--- src/hdl/spwc_pkg.sv ---
package spwc_pkg;

  localparam int COORD_W = 16;
  localparam int SQ_W    = 32;   // one squared coordinate difference
  localparam int DIST_W  = 16;   // distances below the hard limit fit here
  localparam int SIZE_W  = 10;
  localparam int GID_W   = 4;
  localparam int BACK_W  = 3;
  localparam int TOTAL_W = 4;

  localparam logic [DIST_W-1:0] DIST_LIMIT     = 16'd35000;
  localparam logic [DIST_W-1:0] MAX_DIST_RESET = 16'd10000;
  localparam logic [SIZE_W-1:0] COUNT_MAX      = 10'd1023;

  // one point on its way through the distance lanes
  typedef struct packed {
    logic valid;
    logic last;
    logic eligible;   // past warm-up and not the (0,0) marker
  } spwc_item_t;

endpackage

--- src/hdl/spwc_group_count.sv ---
module spwc_group_count
  import spwc_pkg::*;
#(
  parameter int CLUSTERS = 16,
  localparam int LW = $clog2(CLUSTERS)
) (
  input  logic              clk,
  input  logic              rst_n,
  input  logic              load,
  input  logic [LW-1:0]     load_addr,
  input  logic              load_new,
  input  logic              load_join,
  input  logic              retire,
  output logic [SIZE_W-1:0] size
);

  logic [SIZE_W-1:0] mem [CLUSTERS];
  logic [SIZE_W-1:0] q_r;
  logic [LW-1:0]     addr_r;
  logic              new_r;
  logic              join_r;
  logic              fwd_r;
  logic [SIZE_W-1:0] fwd_val_r;
  logic [SIZE_W-1:0] base;
  logic [SIZE_W-1:0] inc;

  always_comb begin
    if (new_r) begin
      base = '0;
    end else if (fwd_r) begin
      base = fwd_val_r;
    end else begin
      base = q_r;
    end
    inc  = (base < COUNT_MAX) ? base + 1'b1 : base;
    size = join_r ? inc : '0;
  end

  // write back the count as the word leaves, read the next one's count
  always_ff @(posedge clk) begin
    if (retire && join_r) begin
      mem[addr_r] <= size;
    end
    if (load) begin
      q_r <= mem[load_addr];
    end
  end

  always_ff @(posedge clk) begin
    if (!rst_n) begin
      join_r <= 1'b0;
      fwd_r  <= 1'b0;
    end else if (load) begin
      join_r <= load_join;
      // same-edge write and read of one entry: take the written value
      fwd_r  <= retire && join_r && (addr_r == load_addr);
    end
  end

  always_ff @(posedge clk) begin
    if (load) begin
      addr_r    <= load_addr;
      new_r     <= load_new;
      fwd_val_r <= size;
    end
  end

endmodule

--- config.mk ---
export PLATFORM = sky130hd
export DESIGN_NAME = spwc_group_count
export DESIGN_NICKNAME = d
export VERILOG_FILES = /design/src/hdl/spwc_pkg.sv /design/src/hdl/spwc_group_count.sv
export SDC_FILE = /design/constraint.sdc
export NUM_CORES = 1
export LEC_CHECK = 0
export BUFFER_PORTS_ARGS = -buffer_cell sky130_fd_sc_hd__buf_2
export CORE_MARGIN = 5
export CORE_UTILIZATION = 50
export CTS_BUF_LIST = sky130_fd_sc_hd__clkbuf_4 sky130_fd_sc_hd__clkbuf_8
export CTS_CLUSTER_DIAMETER = 30
export DETAILED_ROUTE_END_ITERATION = 16
export GPL_TIMING_DRIVEN = 1
export PLACE_DENSITY = 0.66
export SKIP_LAST_GASP = 1
export SLEW_MARGIN = 10
export SYNTH_ARGS = -nofsm -noshare
export SYNTH_HDL_FRONTEND = slang
export SYNTH_SLANG_ARGS = --single-unit
--- constraint.sdc ---
create_clock -name clk -period 6.15 [get_ports clk]
set_input_delay 0.615 -clock clk [delete_from_list [all_inputs] [get_ports clk]]
set_output_delay 0.615 -clock clk [all_outputs]
set_load 0.005 [all_outputs]
==> metrics.txt, run 1 <==
# TYPE chip_impl_metric gauge
chip_impl_metric{name="syn_nets",unit=""} 376
chip_impl_metric{name="worst-path-buf-inv",unit=""} 1
chip_impl_metric{name="synth_top_area_share",unit="%"} 72.10
chip_impl_metric{name="vdd_drop_max",unit="mV"} 0.1225
chip_impl_metric{name="timing.max_cap.violations",unit=""} 0
chip_impl_info{name="synth_top_cell_by_area",value="sky130_fd_sc_hd__edfxtp_1"} 1
chip_impl_metric{name="die-height",unit="um"} 134.1
chip_impl_metric{name="synth.avg_cell_area",unit="um2"} 21.11
chip_impl_metric{name="design.final.nets",unit=""} 413
chip_impl_metric{name="p_leak",unit="nW"} 2.821
chip_impl_metric{name="number_of_warning_messages_in_the_yosys_log",unit=""} 0
chip_impl_metric{name="clock_insertion_delay_worst_skew",unit="ns"} 0.47
chip_impl_metric{name="finalMaxSlewViolations",unit=""} 0
chip_impl_metric{name="cts.reportedPaths.clkPinSlew",unit="ns"} 0.09
chip_impl_metric{name="detail_route.drc_violations",unit=""} 0
chip_impl_info{name="critical_path_class",value="reg -> out"} 1
chip_impl_metric{name="async_flop_share",unit="%"} 0
chip_impl_info{name="clock-root-buffer",value="sky130_fd_sc_hd__clkbuf_8"} 1
chip_impl_info{name="hold_class",value="in -> reg"} 1
chip_impl_metric{name="grt_remaining_overflow",unit=""} 0
chip_impl_info{name="timing.critical_path.max_delay_family",value="compound AO/OA/AOI/OAI gates"} 1
chip_impl_metric{name="route.vias.total",unit=""} 3750
chip_impl_metric{name="dr.pass1.iters",unit=""} 4
chip_impl_metric{name="critPathMaxFanout",unit=""} 18
chip_impl_metric{name="post_synth_mux_area_share",unit="%"} 17.90
chip_impl_metric{name="die_w",unit="um"} 134.1
chip_impl_info{name="ys.flop_type",value="sky130_fd_sc_hd__edfxtp_1"} 1
chip_impl_metric{name="floorplan.io_pins",unit=""} 20
chip_impl_metric{name="ys_types",unit=""} 44
chip_impl_metric{name="wl",unit="um"} 15550
chip_impl_metric{name="rel_slew_slack",unit="%"} 24.03
chip_impl_metric{name="worst-endpoint-required",unit="ns"} 5.53
chip_impl_metric{name="die-area",unit="um2"} 17990
chip_impl_metric{name="cts.repair_timing.setup_buffer_count",unit=""} 0
chip_impl_info{name="leading_post_synthesis_cells_by_cell_area",value="sky130_fd_sc_hd__edfxtp_1 (72%), sky130_fd_sc_hd__mux4_1 (10%), sky130_fd_sc_hd__mux4_2 (5.8%)"} 1
chip_impl_metric{name="clock.fmax",unit="MHz"} 230.4
chip_impl_metric{name="cts.hold.buffers_added",unit=""} 0
chip_impl_metric{name="cpPeakStageDelay",unit="ns"} 0.94
chip_impl_metric{name="port_buffers",unit=""} 19
chip_impl_info{name="critical_path.slowest_cell",value="sky130_fd_sc_hd__a21oi_1"} 1
chip_impl_metric{name="dp_hpwl",unit="um"} 9172
chip_impl_metric{name="synth-edff-count",unit=""} 185
chip_impl_metric{name="power_density",unit="nW/um2"} 271.6
chip_impl_info{name="cts_tree",value="done"} 1
chip_impl_metric{name="antennaDiodeCount",unit=""} 0
chip_impl_metric{name="grt_usage",unit="%"} 18.23
chip_impl_info{name="crit_path_cell_trace",value="mux2i_1 -> nor2_1 -> ha_1 -> nor3b_4 -> nand3_2 -> a21oi_1 -> buf_2"} 1
chip_impl_metric{name="fin_hold_viols",unit=""} 0
chip_impl_metric{name="timing.clock.skew",unit="ns"} 0.01268
chip_impl_metric{name="worst-endpoint-arrival",unit="ns"} 3.73
chip_impl_metric{name="critical_path_depth",unit=""} 7
chip_impl_metric{name="cts_max_path_buffers",unit=""} 2
chip_impl_info{name="synth_top_cells_by_count",value="sky130_fd_sc_hd__edfxtp_1 (185), sky130_fd_sc_hd__mux4_1 (30), sky130_fd_sc_hd__nor2_1 (21)"} 1
chip_impl_metric{name="drt_first_iter_violations",unit=""} 457
chip_impl_metric{name="multi_input_combinational_cell_area",unit="um2"} 1997
chip_impl_info{name="setup_repair_after_global_routing_missed_its_margin",value="false"} 1
chip_impl_metric{name="clock_sink_count",unit=""} 187
chip_impl_metric{name="min_path_cells",unit=""} 1
chip_impl_metric{name="final_layout_size_suffix_gt1_share",unit="%"} 25.54
chip_impl_metric{name="rr_worst_depth",unit=""} 6
chip_impl_metric{name="grt_start_max_net_pins",unit=""} 43
chip_impl_metric{name="ant_nets",unit=""} 0
chip_impl_metric{name="row_cnt",unit=""} 45
chip_impl_metric{name="synthesis.instances",unit=""} 365
chip_impl_metric{name="fill_cells",unit=""} 1130
chip_impl_metric{name="yosys.area_share.simple",unit="%"} 4.855
chip_impl_metric{name="number_of_h_tree_branching_levels",unit=""} 4
chip_impl_metric{name="seqCellArea",unit="um2"} 5595
chip_impl_metric{name="totalNegativeSetupSlack",unit="ns"} 0
chip_impl_metric{name="finalSetupViolations",unit=""} 0
chip_impl_metric{name="synth-compound-area-share",unit="%"} 2.160
chip_impl_metric{name="number_of_global_route_vias_before_repair",unit=""} 3685
chip_impl_metric{name="synth-xor-area-share",unit="%"} 0.4547
chip_impl_metric{name="detail_route.vias_per_cell",unit=""} 6.219
chip_impl_info{name="end_kind",value="output port"} 1
chip_impl_info{name="synth_top_family_by_area",value="multiplexers"} 1
chip_impl_metric{name="syn_to_final_growth",unit="%"} 9.597
chip_impl_metric{name="cts-resized-gates",unit=""} 0
chip_impl_metric{name="timing_worst_slew_pin_value",unit="ns"} 1.140
chip_impl_metric{name="finalCriticalPeriod",unit="ns"} 4.340
chip_impl_metric{name="min_period_over_period",unit="%"} 70.58
chip_impl_metric{name="ys_ff_latch",unit=""} 187
chip_impl_metric{name="start_util",unit="%"} 50.87
chip_impl_metric{name="wire_length_of_the_first_global_routing_pass",unit="um"} 23040
chip_impl_info{name="outcome",value="completed"} 1
chip_impl_info{name="critPathLaunchType",value="register"} 1
chip_impl_info{name="yosys.cell_count.top_type",value="sky130_fd_sc_hd__edfxtp_1"} 1
chip_impl_metric{name="drt-wirelength-per-cell",unit="um"} 25.79
chip_impl_metric{name="syn_area",unit="um2"} 7705
chip_impl_metric{name="gp_congestion",unit=""} 0.8436
chip_impl_metric{name="antenna_found_initial",unit=""} 0
chip_impl_metric{name="cts-buffers-inserted",unit=""} 17
chip_impl_metric{name="core_area",unit="um2"} 15150
chip_impl_metric{name="synth_seq_area_share",unit="%"} 72.62
chip_impl_metric{name="finalHoldWorstSlack",unit="ns"} 0.3727
chip_impl_metric{name="yosys.area_share.adder",unit="%"} 0.1624
## logic make-up after synthesis
kind of cell / count (synthesis)
buffers and inverters: 22
adder cells (fa/ha/maj): 1
AND/OR/NAND/NOR: 69
XOR/XNOR: 4
flip-flops: 187
multiplexers: 64
AO/OA/AOI/OAI: 18
## worst register-to-register path, cell delays in order, from the launching register on
cell and delay [ns]:
sky130_fd_sc_hd__dfxtp_1 0.80, sky130_fd_sc_hd__mux2i_1 0.25, sky130_fd_sc_hd__nor2_1 0.20, sky130_fd_sc_hd__ha_1 0.21
sky130_fd_sc_hd__nor3b_4 0.40, sky130_fd_sc_hd__nand3_2 0.19, sky130_fd_sc_hd__a21oi_1 0.94
## flip-flops by register name, indices dropped and copies added (netlist names)
register / cells
mem: 160
fwd_val_r: 10
q_r: 10
addr_r: 4
fwd_r: 1
join_r: 1
new_r: 1
## worst paths after layout
kind / slack, ns / startpoint / to
setup / recovery: 1.81 / fwd_r / size[2]
hold / removal: 0.37 / load_new / new_r
setup reg to reg: 2.80 / fwd_r / mem[15][2]
hold reg to reg: 0.85 / mem[3][2] / q_r[2]
## final cells by class
type	instances	area share, %
Clock buffer	18	2.860
Tap cell	188	2.786
Inverter	1	0.04445
Multi-Input combinational cell	156	23.65
Clock inverter	14	1.497
Timing Repair Buffer	39	2.904
Sequential cell	187	66.26
## where the power goes
group / total, mW / leakage [nW] / internal, mW / switching, mW
combinational: 0.112 / 0.884 / 0.0504 / 0.0618
clock: 0.754 / 0.186 / 0.325 / 0.429
sequential: 1.43 / 1.75 / 1.41 / 0.0169
## layer usage
metal	GRT usage, %	routed length (um)	up-vias
li1	-	-	1615
met1	26.16	6939	1976
met2	27.06	7270	134
met3	5.251	991	25
met4	6.391	347	0
met5	0	0	-
## cells in the final DEF, fill, tap and decap left out, drive strengths merged, types with 3 or more instances in the layout
cell type    n
buf         39
nand4b       3
xor2         3
nand3b       4
nand3       10
clkinv      11
nand4        4
nand2b       3
edfxtp     185
nor2        21
mux4        50
clkbuf      18
nor3         4
mux2i       14
nand2       13
## per-stage QoR
stage / worst slack [ns] / total power [mW] / cell area (um2) / util [%] / cells
floorplan: 3.341 / 1.534 / 7705 / - / 365
finish: 1.810 / 2.294 / 8444 / 55.75 / 603
global route: 1.428 / 2.381 / 8444 / 55.75 / 603
CTS: 1.729 / 2.315 / 8444 / 55.75 / 603
global placement: 2.533 / 1.567 / 8077 / 53.33 / 571
detailed placement: 2.249 / 1.570 / 8077 / 53.33 / 571
No activity file was read; power rests on OpenSTA's default activity.
==> run 2, diff against run 1 <==
--- a/config.mk
+++ b/config.mk
@@ -12,7 +12,7 @@
 export CTS_CLUSTER_DIAMETER = 30
 export DETAILED_ROUTE_END_ITERATION = 16
 export GPL_TIMING_DRIVEN = 1
-export PLACE_DENSITY = 0.66
+export PLACE_DENSITY = 0.69
 export SKIP_LAST_GASP = 1
 export SLEW_MARGIN = 10
 export SYNTH_ARGS = -nofsm -noshare
==> constraint.sdc (replaced) <==
create_clock -name clk -period 3.65 [get_ports clk]
set_input_delay 0.365 -clock clk [delete_from_list [all_inputs] [get_ports clk]]
set_output_delay 0.365 -clock clk [all_outputs]
set_load 0.005 [all_outputs]
==> run 2 against run 1 <==
Clock skew increased by 0.0036 ns. Sequential power increased by 68%. Count of clock-buffer cells in the layout increased by 1. Register-to-register slack got worse by 1.8 ns. Flip-flop and latch count unchanged. Final cell count increased by 1.8%.
==> metrics.txt, run 2 (same netlist as run 1, synthesis figures left out) <==
# TYPE chip_impl_metric gauge
chip_impl_info{name="outcome",value="completed"} 1
chip_impl_metric{name="cts.repair_timing.setup_buffer_count",unit=""} 0
chip_impl_metric{name="rel_slew_slack",unit="%"} 31.59
chip_impl_metric{name="timing.max_cap.violations",unit=""} 0
chip_impl_metric{name="port_buffers",unit=""} 19
chip_impl_metric{name="cts.hold.buffers_added",unit=""} 0
chip_impl_metric{name="clock_sink_count",unit=""} 187
chip_impl_info{name="end_kind",value="output port"} 1
chip_impl_metric{name="critical_path_depth",unit=""} 6
chip_impl_metric{name="fin_hold_viols",unit=""} 0
chip_impl_info{name="critical_path.slowest_cell",value="sky130_fd_sc_hd__a2111oi_4"} 1
chip_impl_metric{name="detail_route.vias_per_cell",unit=""} 6.031
chip_impl_metric{name="clock_insertion_delay_worst_skew",unit="ns"} 0.46
chip_impl_metric{name="die-area",unit="um2"} 17990
chip_impl_info{name="mostFrequentLayoutCell",value="sky130_fd_sc_hd__edfxtp_1"} 1
chip_impl_metric{name="drt_first_iter_violations",unit=""} 410
chip_impl_metric{name="power_density",unit="nW/um2"} 450.0
chip_impl_info{name="timing.critical_path.max_delay_family",value="compound AO/OA/AOI/OAI gates"} 1
chip_impl_metric{name="floorplan.io_pins",unit=""} 20
chip_impl_metric{name="die-height",unit="um"} 134.1
chip_impl_info{name="timing.rr.end",value="mem[10][3]"} 1
chip_impl_metric{name="rr_worst_depth",unit=""} 6
chip_impl_metric{name="grt_remaining_overflow",unit=""} 0
chip_impl_info{name="r2r_start",value="fwd_r"} 1
chip_impl_metric{name="number_of_h_tree_branching_levels",unit=""} 4
chip_impl_metric{name="worst-endpoint-required",unit="ns"} 3.28
chip_impl_metric{name="antennaDiodeCount",unit=""} 0
chip_impl_metric{name="grt_usage",unit="%"} 18.74
chip_impl_info{name="cts_tree",value="done"} 1
chip_impl_info{name="setup.worst_path.end",value="size[3]"} 1
chip_impl_metric{name="totalNegativeSetupSlack",unit="ns"} 0
chip_impl_info{name="clock-root-buffer",value="sky130_fd_sc_hd__clkbuf_8"} 1
chip_impl_metric{name="min_period_over_period",unit="%"} 87.60
chip_impl_metric{name="antenna_found_initial",unit=""} 0
chip_impl_metric{name="number_of_global_route_vias_before_repair",unit=""} 3791
chip_impl_metric{name="detail_route.drc_violations",unit=""} 0
chip_impl_metric{name="timing.clock.skew",unit="ns"} 0.01627
chip_impl_metric{name="timing_worst_slew_pin_value",unit="ns"} 1.026
chip_impl_metric{name="finalCriticalPeriod",unit="ns"} 3.197
chip_impl_metric{name="ant_nets",unit=""} 0
chip_impl_metric{name="grt_start_max_net_pins",unit=""} 43
chip_impl_metric{name="cts-buffers-inserted",unit=""} 17
chip_impl_metric{name="syn_to_final_growth",unit="%"} 10.59
chip_impl_metric{name="largest_reg_flops",unit=""} 160
chip_impl_metric{name="row_cnt",unit=""} 45
chip_impl_info{name="setup_repair_after_global_routing_missed_its_margin",value="false"} 1
chip_impl_metric{name="finalCoreUtilization",unit="%"} 56.26
chip_impl_metric{name="final_layout_size_suffix_gt1_share",unit="%"} 25.82
chip_impl_metric{name="start_util",unit="%"} 50.87
chip_impl_info{name="hold_class",value="in -> reg"} 1
chip_impl_metric{name="clock.fmax",unit="MHz"} 312.8
chip_impl_metric{name="p_total",unit="mW"} 3.834
chip_impl_metric{name="cts.reportedPaths.clkPinSlew",unit="ns"} 0.09
chip_impl_metric{name="cts_max_path_buffers",unit=""} 2
chip_impl_metric{name="p_leak",unit="nW"} 2.884
chip_impl_metric{name="worst-endpoint-arrival",unit="ns"} 2.83
chip_impl_info{name="critical_path_class",value="reg -> out"} 1
chip_impl_metric{name="vdd_drop_max",unit="mV"} 0.5051
chip_impl_metric{name="regToRegSetupSlack",unit="ns"} 1.04
chip_impl_info{name="final_cell_mix",value="sky130_fd_sc_hd__edfxtp_1 (185), sky130_fd_sc_hd__buf_4 (32), sky130_fd_sc_hd__mux4_1 (30), sky130_fd_sc_hd__nor2_1 (21), sky130_fd_sc_hd__mux4_2 (20)"} 1
chip_impl_metric{name="fill_cells",unit=""} 1114
chip_impl_metric{name="worst-path-buf-inv",unit=""} 2
chip_impl_metric{name="postLayoutSetupSlackWorst",unit="ns"} 0.4527
chip_impl_metric{name="dp_hpwl",unit="um"} 10160
chip_impl_metric{name="drt-wirelength-per-cell",unit="um"} 26.08
chip_impl_metric{name="dpl_worst_slack",unit="ns"} 0.9662
chip_impl_info{name="largest_register",value="mem"} 1
chip_impl_metric{name="min_path_cells",unit=""} 1
chip_impl_metric{name="critPathMaxFanout",unit=""} 12
chip_impl_metric{name="finalHoldWorstSlack",unit="ns"} 0.08316
chip_impl_metric{name="die_w",unit="um"} 134.1
chip_impl_metric{name="core_area",unit="um2"} 15150
chip_impl_metric{name="design.final.nets",unit=""} 426
chip_impl_metric{name="wl",unit="um"} 16010
chip_impl_metric{name="finalMaxSlewViolations",unit=""} 0
chip_impl_metric{name="route.vias.total",unit=""} 3703
chip_impl_info{name="top_regs",value="mem (160), fwd_val_r (10), q_r (10)"} 1
chip_impl_metric{name="cpPeakStageDelay",unit="ns"} 0.55
chip_impl_metric{name="cts-resized-gates",unit=""} 0
chip_impl_info{name="crit_start",value="fwd_r"} 1
chip_impl_metric{name="dr.pass1.iters",unit=""} 4
chip_impl_metric{name="gp_congestion",unit=""} 0.7893
chip_impl_info{name="critPathLaunchType",value="register"} 1
chip_impl_info{name="crit_path_cell_trace",value="buf_4 -> mux2i_1 -> a2111oi_4 -> nand2_2 -> o221ai_1 -> buf_2"} 1
chip_impl_metric{name="wire_length_of_the_first_global_routing_pass",unit="um"} 23670
chip_impl_metric{name="finalSetupViolations",unit=""} 0
## run 2: changes by cell type in the layout (fill, tap and decap cells not counted), sizes merged
cell,before,now
inv,1,2
clkbuf,18,19
buf,39,52
clkinv,11,7
## run 2: how the worst min path moves through the flow
stage / from / end / slack (ns)
floorplan: load_addr[0] / addr_r[0] / 0.46
global placement: load_new / new_r / 0.56
detailed placement: load_new / new_r / 0.56
CTS: load_new / new_r / 0.06
global route: load_new / new_r / 0.05
finish: load_new / new_r / 0.08
## run 2: metrics by stage
| stage | cells | cell area, um2 |
|---|---|---|
| after floorplan | 365 | 7705 |
| after global placement | 584 | 8172 |
| after detailed placement | 584 | 8172 |
| after CTS | 614 | 8521 |
| after global routing | 614 | 8521 |
| final | 614 | 8521 |
## run 2: report_power, final
group	internal, mW	leakage, nW	total, mW	switching [mW]
clock network	0.546	0.175	1.23	0.686
registers	2.38	1.75	2.40	0.0238
logic	0.0892	0.958	0.202	0.113
total	3.01	2.88	3.83	0.822
## run 2: cell type report
cell class / instances / area, um2 / area share [%]
clock buffer: 19 / 249.0 / 2.922
clock inverter: 11 / 100.1 / 1.175
inverter: 1 / 3.754 / 0.04405
multi-input combinational: 156 / 1982 / 23.26
sequential: 187 / 5595 / 65.67
tap: 188 / 235.2 / 2.761
timing repair buffer: 52 / 355.3 / 4.170
## run 2: routing by layer
metal / GRT usage [%] / wire length, um
met3: 4.276 / 980
met2: 30.97 / 8290
met5: 0 / 0
met1: 25.28 / 6530
met4: 5.656 / 210
==> run 3, diff against run 2 <==
--- a/config.mk
+++ b/config.mk
@@ -13,6 +13,7 @@
 export DETAILED_ROUTE_END_ITERATION = 16
 export GPL_TIMING_DRIVEN = 1
 export PLACE_DENSITY = 0.69
+export RECOVER_POWER = 100
 export SKIP_LAST_GASP = 1
 export SLEW_MARGIN = 10
 export SYNTH_ARGS = -nofsm -noshare
==> run 3 against run 2 <==
The run now ends with capacitance limit, slew limit left. Sequential share of layout area grew 1.2 points. Final cell count is the same. Total power shrank 0.14%. Flip-flop and latch count is the same. Register-to-register slack lost 0.45 ns. Critical path type unchanged. Largest cell class unchanged.
==> metrics.txt, run 3 (same netlist as run 1, synthesis figures left out) <==
# TYPE chip_impl_metric gauge
chip_impl_metric{name="cts_max_path_buffers",unit=""} 2
chip_impl_metric{name="fill_cells",unit=""} 1146
chip_impl_metric{name="drt-wirelength-per-cell",unit="um"} 25.99
chip_impl_metric{name="finalCriticalPeriod",unit="ns"} 3.173
chip_impl_metric{name="dp_hpwl",unit="um"} 10160
chip_impl_metric{name="antennaDiodeCount",unit=""} 0
chip_impl_metric{name="timing.clock.skew",unit="ns"} 0.01138
chip_impl_metric{name="grt_use_met2",unit="%"} 30.97
chip_impl_metric{name="die-height",unit="um"} 134.1
chip_impl_metric{name="dpl_worst_slack",unit="ns"} 0.9662
chip_impl_info{name="hold_class",value="in -> reg"} 1
chip_impl_metric{name="dr.pass1.iters",unit=""} 4
chip_impl_metric{name="die-area",unit="um2"} 17990
chip_impl_info{name="violated_checks",value="capacitance limit, slew limit"} 1
chip_impl_info{name="largest_register",value="mem"} 1
chip_impl_metric{name="route.vias.total",unit=""} 3748
chip_impl_metric{name="power.combinational.fraction",unit="%"} 5.2
chip_impl_metric{name="die_w",unit="um"} 134.1
chip_impl_metric{name="postLayoutSetupSlackWorst",unit="ns"} 0.4774
chip_impl_metric{name="min_period_over_period",unit="%"} 86.92
chip_impl_metric{name="cts-buffers-inserted",unit=""} 17
chip_impl_metric{name="place.detailed.instances",unit=""} 584
chip_impl_info{name="critical_path_class",value="reg -> out"} 1
chip_impl_metric{name="intPower",unit="mW"} 3.010
chip_impl_metric{name="power.share.switching",unit="%"} 21.37
chip_impl_metric{name="fin_hold_viols",unit=""} 0
chip_impl_metric{name="layout.cells.non_filler",unit=""} 614
chip_impl_metric{name="worst-endpoint-required",unit="ns"} 3.28
chip_impl_metric{name="final_layout_size_suffix_gt1_share",unit="%"} 14.79
chip_impl_metric{name="finalMaxSlewViolations",unit=""} 72
chip_impl_info{name="end_kind",value="output port"} 1
chip_impl_metric{name="clock.fmax",unit="MHz"} 315.2
chip_impl_metric{name="grt_remaining_overflow",unit=""} 0
chip_impl_metric{name="finalSetupViolations",unit=""} 0
chip_impl_metric{name="design.final.nets",unit=""} 426
chip_impl_metric{name="cts.reportedPaths.clkPinSlew",unit="ns"} 0.09
chip_impl_metric{name="antenna_found_initial",unit=""} 0
chip_impl_metric{name="cts.repair_timing.setup_buffer_count",unit=""} 0
chip_impl_metric{name="ant_nets",unit=""} 0
chip_impl_metric{name="grt_start_max_net_pins",unit=""} 43
chip_impl_metric{name="syn_to_final_growth",unit="%"} 8.672
chip_impl_info{name="top_regs",value="mem (160), fwd_val_r (10), q_r (10)"} 1
chip_impl_metric{name="totalNegativeSetupSlack",unit="ns"} 0
chip_impl_metric{name="grt_usage",unit="%"} 18.74
chip_impl_metric{name="groute.layer.met3.usage",unit="%"} 4.276
chip_impl_metric{name="cts-resized-gates",unit=""} 0
chip_impl_info{name="cts_tree",value="done"} 1
chip_impl_metric{name="floorplan.io_pins",unit=""} 20
chip_impl_metric{name="core_area",unit="um2"} 15150
chip_impl_metric{name="clock_sink_count",unit=""} 187
chip_impl_metric{name="critPathMaxFanout",unit=""} 12
chip_impl_metric{name="met1_usage",unit="%"} 25.28
chip_impl_metric{name="p_total",unit="mW"} 3.829
chip_impl_metric{name="largest_reg_flops",unit=""} 160
chip_impl_metric{name="wl",unit="um"} 15960
chip_impl_metric{name="p_clk_share",unit="%"} 32.1
chip_impl_metric{name="cts.hold.buffers_added",unit=""} 0
chip_impl_info{name="globalRoute.busiestLayer",value="met2"} 1
chip_impl_metric{name="number_of_global_route_vias_before_repair",unit=""} 3791
chip_impl_metric{name="detail_route.vias_per_cell",unit=""} 6.104
chip_impl_metric{name="start_util",unit="%"} 50.87
chip_impl_metric{name="clock_insertion_delay_worst_skew",unit="ns"} 0.46
chip_impl_metric{name="wire_length_of_the_first_global_routing_pass",unit="um"} 23670
chip_impl_info{name="clock-root-buffer",value="sky130_fd_sc_hd__clkbuf_8"} 1
chip_impl_metric{name="regToRegSetupSlack",unit="ns"} 0.59
chip_impl_info{name="mostFrequentLayoutCell",value="sky130_fd_sc_hd__edfxtp_1"} 1
chip_impl_metric{name="total_switching_power",unit="mW"} 0.8184
chip_impl_info{name="critPathLaunchType",value="register"} 1
chip_impl_metric{name="timing_worst_slew_pin_value",unit="ns"} 2.524
chip_impl_info{name="final_cell_mix",value="sky130_fd_sc_hd__edfxtp_1 (185), sky130_fd_sc_hd__clkbuf_1 (42), sky130_fd_sc_hd__mux4_1 (30), sky130_fd_sc_hd__nor2_1 (21), sky130_fd_sc_hd__mux4_2 (20)"} 1
chip_impl_metric{name="p_leak",unit="nW"} 2.707
chip_impl_metric{name="timing.max_cap.violations",unit=""} 2
chip_impl_metric{name="vdd_drop_max",unit="mV"} 0.5033
chip_impl_metric{name="drt_first_iter_violations",unit=""} 408
chip_impl_metric{name="gp_congestion",unit=""} 0.7893
chip_impl_metric{name="row_cnt",unit=""} 45
chip_impl_info{name="outcome",value="finished, violations left"} 1
chip_impl_metric{name="number_of_h_tree_branching_levels",unit=""} 4
chip_impl_metric{name="seqPwrFrac",unit="%"} 62.7
chip_impl_metric{name="port_buffers",unit=""} 19
chip_impl_metric{name="rel_slew_slack",unit="%"} -68.28
chip_impl_metric{name="detail_route.drc_violations",unit=""} 0
chip_impl_info{name="setup_repair_after_global_routing_missed_its_margin",value="false"} 1
chip_impl_metric{name="worst-endpoint-arrival",unit="ns"} 2.81
chip_impl_metric{name="power_density",unit="nW/um2"} 457.3
[run 3: through the flow]
stage / hold slack [ns] / util (%) / area [um2]
5_1_grt: 0.05052 / 55.28 / 8373
3_5_place_dp: 0.5580 / 53.95 / 8172
3_3_place_gp: 0.5585 / 53.95 / 8172
2_1_floorplan: 0.4639 / - / 7705
4_1_cts: 0.06191 / 56.26 / 8521
6_report: 0.09165 / 55.28 / 8373
[run 3: per-layer routing]
metal / routed length (um) / share of wire, % / vias up
li1: - / - / 1644
met1: 6564 / 41 / 1975
met2: 8077 / 51 / 111
met3: 1061 / 6.6 / 18
met4: 253 / 1.6 / 0
met5: 0 / 0 / -
[run 3: worst paths after layout]
| path | end | from | cells past startpoint |
|---|---|---|---|
| hold reg to reg | fwd_r | fwd_r | 2 |
| setup / recovery | size[3] | fwd_r | 6 |
| hold / removal | new_r | load_new | 1 |
| setup reg to reg | mem[4][1] | join_r | 5 |
[run 3: cell type report]
class	count	area, um2	share of cell area, %
well taps	188	235.2	2.809
inverters	1	3.754	0.04483
multi-input cells	156	1959	23.40
clock buffers	19	249.0	2.974
clock inverters	11	100.1	1.195
flip-flops and latches	187	5595	66.83
repair buffers	52	230.2	2.750
[run 3: worst max-delay path, stage by stage, from the launching register on]
cell	delay (ns)
sky130_fd_sc_hd__dfxtp_1	0.49
sky130_fd_sc_hd__buf_4	0.26
sky130_fd_sc_hd__mux2i_1	0.15
sky130_fd_sc_hd__a2111oi_4	0.50
sky130_fd_sc_hd__nand2_1	0.21
sky130_fd_sc_hd__o221ai_1	0.56
sky130_fd_sc_hd__clkbuf_1	0.18
[run 3: power groups by stage]
stage | Clock, mW | Sequential [mW] | Combinational [mW]
3_5_place_dp | 0 | 2.45 | 0.205
3_3_place_gp | 0 | 2.45 | 0.198
5_1_grt | 1.35 | 2.40 | 0.215
2_1_floorplan | 0 | 2.43 | 0.150
4_1_cts | 1.26 | 2.40 | 0.205
6_report | 1.23 | 2.40 | 0.199
